`src/design/lc3x_pkg.sv`:
```
package lc3x_pkg;

    localparam int MEM_ADDR_BITS = 16;
    localparam logic [15:0] PC_RESET = 16'h3000;
    localparam logic [2:0]  CC_RESET = 3'b010;

    typedef enum logic [1:0] {
        ACT_EXEC  = 2'd0,
        ACT_WRITE = 2'd1,
        ACT_READ  = 2'd2,
        ACT_SETPC = 2'd3
    } t_action;

    localparam logic [3:0] OP_BR   = 4'h0;
    localparam logic [3:0] OP_ADD  = 4'h1;
    localparam logic [3:0] OP_LD   = 4'h2;
    localparam logic [3:0] OP_ST   = 4'h3;
    localparam logic [3:0] OP_JSR  = 4'h4;
    localparam logic [3:0] OP_AND  = 4'h5;
    localparam logic [3:0] OP_LDR  = 4'h6;
    localparam logic [3:0] OP_STR  = 4'h7;
    localparam logic [3:0] OP_RTI  = 4'h8;
    localparam logic [3:0] OP_NOT  = 4'h9;
    localparam logic [3:0] OP_LDI  = 4'hA;
    localparam logic [3:0] OP_STI  = 4'hB;
    localparam logic [3:0] OP_JMP  = 4'hC;
    localparam logic [3:0] OP_RES  = 4'hD;
    localparam logic [3:0] OP_LEA  = 4'hE;
    localparam logic [3:0] OP_TRAP = 4'hF;

    typedef enum logic [2:0] {
        ST_IDLE,
        ST_EXEC,
        ST_MEM1,
        ST_MEM2,
        ST_DONE
    } t_state;

    // controller to datapath
    typedef struct packed {
        logic load_item;   // capture the input item
        logic exec;        // evaluate the item, issue first memory read
        logic ind_read;    // issue second read for LDI with first read data as address
        logic finish;      // commit state and build the result
    } t_cmd;

    // datapath to controller
    typedef struct packed {
        logic needs_mem;   // result depends on a memory read
        logic needs_ind;   // LDI or STI: takes the second memory step
    } t_status;

    typedef struct packed {
        logic [15:0] next_pc;
        logic        reg_written;
        logic [2:0]  reg_index;
        logic [15:0] reg_value;
        logic [2:0]  cond_flags;
        logic        mem_written;
        logic [15:0] mem_address;
        logic [15:0] mem_value;
        logic        trap_taken;
        logic [7:0]  trap_vector;
        logic        illegal;
    } t_result;

    typedef struct packed {
        logic [1:0]  action;
        logic [15:0] instruction;
        logic [15:0] address;
        logic [15:0] data;
    } t_item;

    function automatic logic [2:0] flags_of(input logic [15:0] v);
        if (v == 16'd0) begin
            return 3'b010;
        end
        return v[15] ? 3'b100 : 3'b001;
    endfunction

endpackage

```
`src/design/lc3x_ctrl.sv`:
```
module lc3x_ctrl (
    input  logic                i_clk,
    input  logic                i_rst_n,
    input  logic                i_in_valid,
    output logic                o_in_ready,
    output logic                o_out_valid,
    input  logic                i_out_ready,
    input  lc3x_pkg::t_status   i_status,
    output lc3x_pkg::t_cmd      o_cmd
);
    lc3x_pkg::t_state r_state, n_state;

    always_ff @(posedge i_clk) begin
        if (!i_rst_n) begin
            r_state <= lc3x_pkg::ST_IDLE;
        end else begin
            r_state <= n_state;
        end
    end

    always_comb begin
        n_state = r_state;
        case (r_state)
            lc3x_pkg::ST_IDLE: if (i_in_valid) n_state = lc3x_pkg::ST_EXEC;
            lc3x_pkg::ST_EXEC: begin
                if (i_status.needs_mem) n_state = lc3x_pkg::ST_MEM1;
                else n_state = lc3x_pkg::ST_DONE;
            end
            lc3x_pkg::ST_MEM1: begin
                if (i_status.needs_ind) n_state = lc3x_pkg::ST_MEM2;
                else n_state = lc3x_pkg::ST_DONE;
            end
            lc3x_pkg::ST_MEM2: n_state = lc3x_pkg::ST_DONE;
            lc3x_pkg::ST_DONE: begin
                // take the next item while this result leaves
                if (i_out_ready) begin
                    n_state = i_in_valid ? lc3x_pkg::ST_EXEC : lc3x_pkg::ST_IDLE;
                end
            end
            default: n_state = lc3x_pkg::ST_IDLE;
        endcase
    end

    always_comb begin
        o_cmd       = '0;
        o_in_ready  = 1'b0;
        o_out_valid = 1'b0;
        case (r_state)
            lc3x_pkg::ST_IDLE: begin
                o_in_ready        = 1'b1;
                o_cmd.load_item   = i_in_valid;
            end
            lc3x_pkg::ST_EXEC: o_cmd.exec = 1'b1;
            lc3x_pkg::ST_MEM1: o_cmd.ind_read = i_status.needs_ind;
            lc3x_pkg::ST_MEM2: ;
            lc3x_pkg::ST_DONE: begin
                o_out_valid      = 1'b1;
                o_in_ready       = i_out_ready;
                o_cmd.load_item  = i_out_ready && i_in_valid;
            end
            default: ;
        endcase
        // commit happens on the edge that leaves the last work state
        o_cmd.finish = (n_state == lc3x_pkg::ST_DONE) && (r_state != lc3x_pkg::ST_DONE);
    end
endmodule

```
`config.mk`:
```
export PLATFORM = sky130hd
export DESIGN_NAME = lc3x_ctrl
export DESIGN_NICKNAME = d
export VERILOG_FILES = /design/src/design/lc3x_pkg.sv /design/src/design/lc3x_ctrl.sv
export SDC_FILE = /design/constraint.sdc
export NUM_CORES = 1
export LEC_CHECK = 0
export ABC_AREA = 1
export BUFFER_PORTS_ARGS = -buffer_cell sky130_fd_sc_hd__buf_2
export CORE_AREA = 8 8 45 47
export CTS_BUF_LIST = sky130_fd_sc_hd__clkbuf_2
export DETAILED_ROUTE_END_ITERATION = 12
export DIE_AREA = 0 0 53 55
export PLACE_DENSITY_LB_ADDON = 0.2
export SETUP_SLACK_MARGIN = 0.15
export SKIP_LAST_GASP = 1
export SYNTH_ARGS = -nofsm -noshare
export SYNTH_HDL_FRONTEND = slang
export SYNTH_SLANG_ARGS = --single-unit
```
`constraint.sdc`:
```
create_clock -name i_clk -period 1.17 [get_ports i_clk]
set_clock_uncertainty 0.1 [all_clocks]
set_input_delay 0.234 -clock i_clk [delete_from_list [all_inputs] [get_ports i_clk]]
set_output_delay 0.234 -clock i_clk [all_outputs]
set_load 0.01 [all_outputs]
```
=== Yosys cells after proc, flatten, opt, wreduce, memory -nomap -nowiden ===
Index checks and enable logic that the tools add are counted.

* Register bits after elaboration: 3
* Input port bits: 6

* Eq/ne operators: 6
* Mux-type cells: 11
* Reduce and logical (&&, ||, !) cells: 3

{| class="wikitable"
|+ Operators with widths
! cell !! count
|-
| one-hot mux 3 bit (5 select lines) || 1
|-
| 2-to-1 mux 3 bit || 4
|-
| == test 3 x 2 -> 1 bit (second input constant) || 2
|-
| == test 3 bit (second input constant) || 2
|-
| 2-to-1 mux 1 bit || 4
|-
| one-hot mux 1 bit (2 select lines) || 2
|-
| == test 3 x 1 -> 1 bit (second input constant) || 1
|-
| zero test 3 bit || 1
|-
| inequality test 3 bit (second input constant) || 1
|-
| logical AND 1 bit || 2
|}

=== Depth between registers and ports, before layout ===
Gate-level depths: netlist of run 1.

* Depth in word-level cells: 5
* Depth in mapped cells: 6

=== Least setup slack after synthesis of run 1 ===
No wires, ideal clock.

* Path type: reg2out
* Start point: reg r_state[2]
* End point: out o_cmd[0] in the netlist's numbering
* Arrival: 821 ps
* Data required time: 836 ps
* Slack: 15 ps
* Stages on the path, launching flop included: 5
* Path buffers: 0
* Cells stage by stage: dfxtp_1 > nand2_1 > o21ai_0 > nor2_1 > nor2_1

{| class="wikitable"
|+ RTL lines
! what !! line !! RTL
|-
| start, declared || lc3x_ctrl.sv:11 || <nowiki>lc3x_pkg::t_state r_state, n_state;</nowiki>
|-
| start signal, assigned || lc3x_ctrl.sv:15 || <nowiki>r_state <= lc3x_pkg::ST_IDLE;</nowiki>
|-
| start signal, assigned || lc3x_ctrl.sv:17 || <nowiki>r_state <= n_state;</nowiki>
|-
| end, declared || lc3x_ctrl.sv:9 || <nowiki>output lc3x_pkg::t_cmd o_cmd</nowiki>
|}

==> flow_summary.toml, run 1 <==
[status]
status = "complete, but fails checks"
violations = "setup timing"

[synthesis]
synth_area_per_cell_um2 = 5.80
yosys_warnings = 0
synth_seq_area_share_pct = 31.4
syn_inst = 33
ys_types = 11
syn-num-nets = 39
ys_seq_elements = 3
syn_area_um2 = 191

[power_and_ir_drop]
pwr_density_cell_nw_per_um2 = 856
p_leak_nw = 0.269
peakVddDrop_mv = 0.274

[grt]
grt_util_met2_pct = 11.3
grt_overflow = 0
met3_usage_pct = 3.74
grt_pass1_vias = 300
grt_max_degree = 6
grt-busiest-layer = "met2"
antenna_found_initial = 0
grt_first_pass_wirelength_mm = 1.17
grt_use_met1_pct = 3.63
grt_use_total_pct = 5.89

[setup_path]
r2r-start = "r_state[2]"
path_cells = "inv_4 > nand2_4 > o21ai_4 > nor2_4 > nor2_2 > buf_2"
reg2reg_depth = 6
slowest_delay_ns = 0.32
critPathCapture = "o_cmd[0]"
cp.depth = 6
setup.worst_path.start_class = "flip-flop"
cp_top_family = "flip-flops"
crit_required_ns = 0.84
end_kind = "output port"
path_max_fanout = 4
cp_num_buf_inv = 2
path_class = "reg -> out"
ff2ff_setup_slack_ns = -0.05
crit_path_top_delay_cell = "dfxtp_2"
crit_path_start = "r_state[1]"
rr_endpoint = "r_state[0]"
crit_arrival_ns = 1.10

[job]
maxCapViolCount = 0

[placement]
gp_congestion = 0.611
port_buffers = 11
dpl.hpwl_um = 476
pre_cts_slack_ns = -0.0707

[sta]
whs_ns = 0.190
drv_slew = 0
clock.fmax_mhz = 697
tightest_slew_ns = 0.142
rsz0062_at_grt = "true"
finalSetupTns_ns = -1.17
finalSetupViolCount = 8
layout_min_cycle_time_ns = 1.44
finalCritPeriodShare_pct = 123
worst_slack_ns = -0.265
hold_viol = 0
relSlewSlack_pct = 90.5

[route]
drt_iter0_markers = 3
via_count = 303
antenna_left = 0
routedWlPerCell_um = 8.99
first_pass_iters = 2
vias_per_cell = 3.88
routed_wl_um = 701
drc = 0

[clocking]
ctsHoldBuffers = 0
cts_tree = "yes"
clk_transition_reported_paths_ns = 0.04
cts_made_buffers = 3
clk_latency_ns = 0.20
cts_sinks = 3
cts-htree-levels = 1
cts.path.max_buffers = 2
cts_root_buf = "clkbuf_2"

[cells_and_area]
largest_reg_flops = 3
top_register = "r_state"
area_growth_pct = 168
finish.utilization_pct = 37.1
top_regs = "r_state: 3 flops"
nNetsFinal = 69
drive_above_1_share_pct = 83.9
antenna_cells = 0

[die]
die_h_um = 55
row_count = 14
fp.dieW_um = 53
die_area_um2 = 2920
start_util_pct = 13.8
core_area_um2 = 1380
io_pins = 12

[worst_hold_path]
hold_class = "in -> reg"
placed cells by master (no fill, tap or decap):
master    count
buf_4        13
buf_2         7
inv_1         5
buf_6         5
nor2_4        4
nand3_2       4
clkbuf_2      4
inv_2         3
nand2_2       3
inv_4         2
nand2_1       2
a21oi_1       2
dfxtp_2       2
nand2_4       1
a21oi_4       1
o21ai_4       1
nor2_2        1
nor2_1        1
dfxtp_4       1
worst min path at each step:
stage          cells past startpoint  slack, ns         from          to
6_report                           3       0.19  i_status[1]  r_state[1]
5_1_grt                            3       0.17  i_status[1]  r_state[1]
3_3_place_gp                       3       0.40      i_rst_n  r_state[2]
2_1_floorplan                      2       0.27  i_status[1]  r_state[1]
3_5_place_dp                       3       0.40      i_rst_n  r_state[2]
4_1_cts                            3       0.18  i_status[1]  r_state[1]
stage by stage:
stage | power, mW | instance area (µm²) | cells
4_1_cts | 0.429 | 475 | 75
3_5_place_dp | 0.223 | 329 | 66
5_1_grt | 0.480 | 513 | 78
3_3_place_gp | 0.224 | 329 | 66
2_1_floorplan | 0.172 | 209 | 33
6_report | 0.439 | 513 | 78
cell families (layout without fill, tap and decap cells):
| logic type | count (synthesis) | count (layout) | synth area share (%) |
|---|---|---|---|
| flip-flops | 3 | 3 | 31.4 |
| buffers and inverters | 10 | 39 | 19.6 |
| AO/OA/AOI/OAI | 4 | 4 | 12.4 |
| AND/OR/NAND/NOR | 16 | 16 | 36.6 |
layer usage:
layer	up-vias	wire, µm
li1	155	-
met1	142	215
met2	6	424
met3	0	61
met4	0	0
met5	-	0
synthesized netlist by cell type:
cell     n  share of area [%]
a21oi_1  2                5.2
a21oi_2  1                4.6
dfxtp_1  3                 31
inv_1    8                 16
inv_2    2                3.9
nand2_1  5                9.8
nand2_2  1                3.3
nand3_1  4                 10
nor2_1   5                9.8
nor2_2   1                3.3
o21ai_0  1                2.6
where the power goes:
part	total [mW]	internal, mW	switching [mW]
Sequential	0.118	0.109	0.00878
Combinational	0.179	0.0994	0.0797
Clock	0.142	0.0901	0.0521
Total	0.439	0.299	0.141
worst reg2reg max path, cell delays in order, from the launching register on:
cell and delay (ns):
dfxtp_4 0.37, buf_4 0.14, a21oi_4 0.12, nand2_2 0.07, buf_4 0.12, buf_4 0.12, a21oi_1 0.10
final cells by class:
class / instances / area [µm²]
clock buffer: 4 / 20.0
fill: 150 / 871
inverter: 10 / 42.5
multi-input combinational: 20 / 175
sequential: 3 / 66.3
tap: 16 / 20.0
timing repair buffer: 25 / 189
timing repair:
action | CTS | global route
pin swaps | 9 | 5
setup endpoints to repair | 8 | 9
setup buffers | 5 | 3
gates cloned | 0 | 0
resized for setup | 22 | 4
Note: power is estimated with default switching activity, not from simulation.
==> run 2: changes to the inputs <==
--- a/config.mk
+++ b/config.mk
@@ -8,12 +8,11 @@
 export ABC_AREA = 1
 export BUFFER_PORTS_ARGS = -buffer_cell sky130_fd_sc_hd__buf_2
 export CORE_AREA = 8 8 45 47
-export CTS_BUF_LIST = sky130_fd_sc_hd__clkbuf_2
 export DETAILED_ROUTE_END_ITERATION = 12
 export DIE_AREA = 0 0 53 55
 export PLACE_DENSITY_LB_ADDON = 0.2
-export SETUP_SLACK_MARGIN = 0.15
 export SKIP_LAST_GASP = 1
 export SYNTH_ARGS = -nofsm -noshare
 export SYNTH_HDL_FRONTEND = slang
 export SYNTH_SLANG_ARGS = --single-unit
+export TNS_END_PERCENT = 20
==> run 2 against run 1 <==
  * Sequential cell count did not move
  * Highest routed layer unchanged
  * The flow still finishes with violations (setup timing)
  * Sequential power about the same
  * Design area decreased by 33%
  * Largest power group is now the clock network
==> flow_summary.toml, run 2 (same netlist as run 1, synthesis figures left out) <==
[cells_and_area]
nNetsFinal = 61
stdcell_count = 70
finish.utilization_pct = 24.9
final_common_cell = "buf_2"
stdcell_area_um2 = 344
largest_reg_flops = 3
area_growth_pct = 79.7
drive_above_1_share_pct = 53.7
top_register = "r_state"
layout_common_cells = "buf_2 (11), inv_1 (8), buf_4 (6), nand2_1 (5)"
top_regs = "r_state: 3 flops"
antenna_cells = 0

[die]
row_count = 14
start_util_pct = 13.8
die_area_um2 = 2920
io_pins = 12
core_area_um2 = 1380
fp.dieW_um = 53
die_h_um = 55

[grt]
grt_first_pass_wirelength_um = 910
antenna_found_initial = 0
grt_use_total_pct = 4.42
grt_max_degree = 6
grt_pass1_vias = 248
grt_overflow = 0

[power_and_ir_drop]
p_comb_share_pct = 25.0
seqPwrFrac_pct = 29.8
p_clk_share_pct = 45.2
peakVddDrop_mv = 0.341
p_sw_mw = 0.104
p_int_mw = 0.286
power.total_mw = 0.390
p_leak_nw = 0.211
p_sw_share_pct = 26.7
pwr_density_cell_nw_per_um2 = 1130

[clocking]
cts_made_buffers = 3
clk_transition_reported_paths_ns = 0.03
cts.path.max_buffers = 2
ctsHoldBuffers = 0
cts_tree = "yes"
cts_sinks = 3
clk_latency_ns = 0.23
cts-htree-levels = 1
cts_root_buf = "clkbuf_4"

[sta]
relSlewSlack_pct = 91.1
finalSetupViolCount = 6
layout_min_cycle_time_ns = 1.43
drv_slew = 0
finalCritPeriodShare_pct = 122
hold_viol = 0
clock.fmax_mhz = 700
worst_slack_ns = -0.259
rsz0062_at_grt = "true"
tightest_slew_ns = 0.132

[setup_path]
end_kind = "output port"
crit_arrival_ns = 1.10
setup.worst_path.start_class = "flip-flop"
path_max_fanout = 4
crit_required_ns = 0.84
path_class = "reg -> out"

[route]
antenna_left = 0
routed_wl_um = 556
via_count = 248
drt_iter0_markers = 1
vias_per_cell = 3.54
drc = 0
first_pass_iters = 2
routedWlPerCell_um = 7.94

[placement]
dpl.hpwl_um = 473
port_buffers = 11
place_area_um2 = 304
gp_congestion = 0.616
placed_cells = 65
pre_cts_slack_ns = -0.104

[status]
violations = "setup timing"
status = "complete, but fails checks"

[worst_hold_path]
hold_class = "in -> reg"

[job]
maxCapViolCount = 0
==> run 2: stage by stage <==
stage               TNS [ns]  hold slack, ns
finish                 -1.20           0.151
global route           -1.85           0.145
CTS                    -1.22           0.146
detailed placement    -0.173           0.389
global placement      -0.190           0.391
floorplan                  0           0.276
==> run 2: worst paths after layout <==
kind | startpoint | end | slack [ns] | cells after the start
worst max register to register | r_state[1] | r_state[0] | 0.07 | 6
worst min-delay path | i_rst_n | r_state[2] | 0.15 | 3
worst min register to register | r_state[1] | r_state[1] | 0.52 | 5
worst max-delay path | r_state[1] | o_cmd[0] | -0.26 | 7
==> run 2: routing by layer <==
layer | vias to the layer above | part of all wire (%) | GRT usage, % | wire (µm)
met4 | 0 | 0 | 3.88 | 0
li1 | 142 | - | - | -
met3 | 0 | 5.4 | 2.67 | 30
met2 | 4 | 57 | 7.62 | 317
met1 | 102 | 38 | 3.48 | 209
met5 | - | 0 | 0 | 0
==> run 2: timing repair <==
action,4_1_cts,5_1_grt
resized for setup,5,0
gates cloned,0,0
pin swaps,0,1
endpoints found under the setup margin,8,8
buffers inserted,0,1
==> run 2: worst max-delay path, cell delays in order, from the launching register on <==
cell and delay, ns:
dfxtp_2 0.32, inv_2 0.05, nor2_2 0.09, nand3_1 0.07, nand2_1 0.07, nor2_1 0.05, nor2_1 0.07, buf_2 0.13
==> run 2: final cells by class <==
type | count | area (µm²)
fill | 161 | 1040
timing repair buffer | 17 | 100
multi-input combinational | 20 | 96.3
sequential | 3 | 63.8
inverter | 10 | 37.5
clock buffer | 4 | 26.3
tap | 16 | 20.0
==> run 2: power groups by stage <==
stage	clock, mW	sequential (mW)	combinational (mW)
2_1_floorplan	0	0.115	0.0461
3_3_place_gp	0	0.116	0.0928
3_5_place_dp	0	0.116	0.0920
4_1_cts	0.187	0.116	0.0934
5_1_grt	0.199	0.117	0.110
6_report	0.176	0.116	0.0975
==> run 3: changes to the inputs <==
--- a/config.mk
+++ b/config.mk
@@ -10,7 +10,7 @@
 export CORE_AREA = 8 8 45 47
 export DETAILED_ROUTE_END_ITERATION = 12
 export DIE_AREA = 0 0 53 55
-export PLACE_DENSITY_LB_ADDON = 0.2
+export PLACE_DENSITY_LB_ADDON = 0.1
 export SKIP_LAST_GASP = 1
 export SYNTH_ARGS = -nofsm -noshare
 export SYNTH_HDL_FRONTEND = slang
==> constraint.sdc (replaced) <==
create_clock -name i_clk -period 1.6 [get_ports i_clk]
set_clock_uncertainty 0.1 [all_clocks]
set_input_delay 0.32 -clock i_clk [delete_from_list [all_inputs] [get_ports i_clk]]
set_output_delay 0.32 -clock i_clk [all_outputs]
set_load 0.01 [all_outputs]
==> run 3 against run 2 <==
  * The run now ends clean
  * Clock-buffer cell count is the same
  * Critical path depth shrank 1
  * Design area shrank 7.6%
  * Sequential power shrank 26%
  * Setup slack gained 0.32 ns
  * Sequential share of layout area grew 1.5 points
  * Hold slack gained 0.094 ns
  * Total power shrank 28%
  * Via count grew 0.81%
  * First-iteration DRC count grew 100%
  * Wire length grew 2.7%
  * Final cell count shrank 7.1%
  * Critical endpoint unchanged
==> flow_summary.toml, run 3 (same netlist as run 1, synthesis figures left out) <==
[placement]
gp_congestion = 0.617
dpl.hpwl_um = 461
port_buffers = 11
place_area_um2 = 267
placed_cells = 60
pre_cts_slack_ns = 0.175

[power_and_ir_drop]
p_sw_share_pct = 28.6
p_leak_nw = 0.190
power.total_mw = 0.282
seqPwrFrac_pct = 30.4
peakVddDrop_mv = 0.522
p_sw_mw = 0.0806
p_comb_share_pct = 22.2
p_int_mw = 0.201
pwr_density_cell_nw_per_um2 = 887
p_clk_share_pct = 47.4

[setup_path]
path_class = "reg -> out"
end_kind = "output port"
setup.worst_path.start_class = "flip-flop"
crit_arrival_ns = 1.11
crit_required_ns = 1.18
slowest_delay_ns = 0.39
crit_path_top_delay_cell = "dfxtp_2"
path_max_fanout = 5
path_cells = "inv_1 > nand3_1 > o21ai_2 > nor2_2 > nor2_1 > buf_2"
ff2ff_setup_slack_ns = 0.53
reg2reg_depth = 6
r2r-start = "r_state[2]"
crit_path_start = "r_state[2]"

[cells_and_area]
largest_reg_flops = 3
final_common_cell = "buf_2"
layout_common_cells = "buf_2 (11), inv_1 (8), nand2_1 (5), nand3_1 (4)"
drive_above_1_share_pct = 53.1
top_register = "r_state"
fillers = 179
stdcell_area_um2 = 318
antenna_cells = 0
top_regs = "r_state: 3 flops"
area_growth_pct = 66.0
nNetsFinal = 56
stdcell_count = 65

[die]
row_count = 14
start_util_pct = 13.8
io_pins = 12
core_area_um2 = 1380
die_h_um = 55
die_area_um2 = 2920
fp.dieW_um = 53

[grt]
grt_overflow = 0
grt_pass1_vias = 236
grt_first_pass_wirelength_um = 931
grt_use_total_pct = 4.48
grt_max_degree = 6
antenna_found_initial = 0

[sta]
tightest_slew_ns = 0.144
worst_slack_ns = 0.0652
clock.fmax_mhz = 652
finalCritPeriodShare_pct = 95.9
drv_slew = 0
finalSetupViolCount = 0
rsz0062_at_grt = "true"
layout_min_cycle_time_ns = 1.53
finalSetupTns_ns = 0
relSlewSlack_pct = 90.4
hold_viol = 0

[route]
via_count = 250
routedWlPerCell_um = 8.78
antenna_left = 0
first_pass_iters = 2
drt_iter0_markers = 2
drc = 0
vias_per_cell = 3.85
routed_wl_um = 571

[clocking]
clk_transition_reported_paths_ns = 0.04
clk_latency_ns = 0.23
cts_sinks = 3
cts_tree = "yes"
cts.path.max_buffers = 2
cts_made_buffers = 3
cts_root_buf = "clkbuf_4"
cts-htree-levels = 1

[worst_hold_path]
min_from = "i_rst_n"
hold_depth = 3
hold_class = "in -> reg"

[status]
status = "finished, final reports clean"

[job]
maxCapViolCount = 0
==> run 3: critical path: cells and delay by family, from the launching register on <==
family,cells,cell delay [ns]
buffers and inverters,2,0.21
AND/OR/NAND/NOR,3,0.22
flip-flops,1,0.39
AO/OA/AOI/OAI,1,0.06
==> run 3: layer usage <==
layer	global-route usage, %	up-vias	share of wire, %	wire, µm
met1	3.80	115	35	198
met4	2.59	0	0	0
li1	-	129	-	-
met5	0	-	0	0
met3	3.48	0	8.8	50
met2	7.42	6	56	322
==> run 3: path summary, 6_finish.rpt <==
check | end
max | o_cmd[0]
min | r_state[1]
max reg2reg | r_state[2]
min reg2reg | r_state[1]
==> run 3: timing repair <==
| action | in CTS | in global routing |
|---|---|---|
| resized for setup | 1 | 7 |
| gates cloned | 0 | 0 |
| hold buffers | 0 | 0 |
| setup endpoints to repair | 1 | 3 |
| pin swaps | 0 | 2 |
| buffers inserted | 0 | 1 |
==> run 3: area by class of cell <==
cell class,count,area [µm²],share of cell area (%)
Inverter,10,37.5,11.8
Timing Repair Buffer,12,62.6,19.7
Clock buffer,4,26.3,8.27
Sequential cell,3,63.8,20.1
Tap cell,16,20.0,6.30
Multi-Input combinational cell,20,108,33.9
==> run 3: power by group through the flow <==
| stage | clock [mW] | combinational, mW | sequential, mW |
|---|---|---|---|
| floorplan | 0 | 0.0337 | 0.0842 |
| global placement | 0 | 0.0571 | 0.0854 |
| detailed placement | 0 | 0.0565 | 0.0852 |
| CTS | 0.140 | 0.0568 | 0.0843 |
| global route | 0.148 | 0.0716 | 0.0863 |
| finish | 0.134 | 0.0625 | 0.0856 |
==> run 3: stage by stage <==
| stage | hold slack [ns] | utilization, % |
|---|---|---|
| 2_1_floorplan | 0.362 | - |
| 3_3_place_gp | 0.475 | 19.3 |
| 3_5_place_dp | 0.473 | 19.3 |
| 4_1_cts | 0.245 | 21.2 |
| 5_1_grt | 0.256 | 23.0 |
| 6_report | 0.245 | 23.0 |
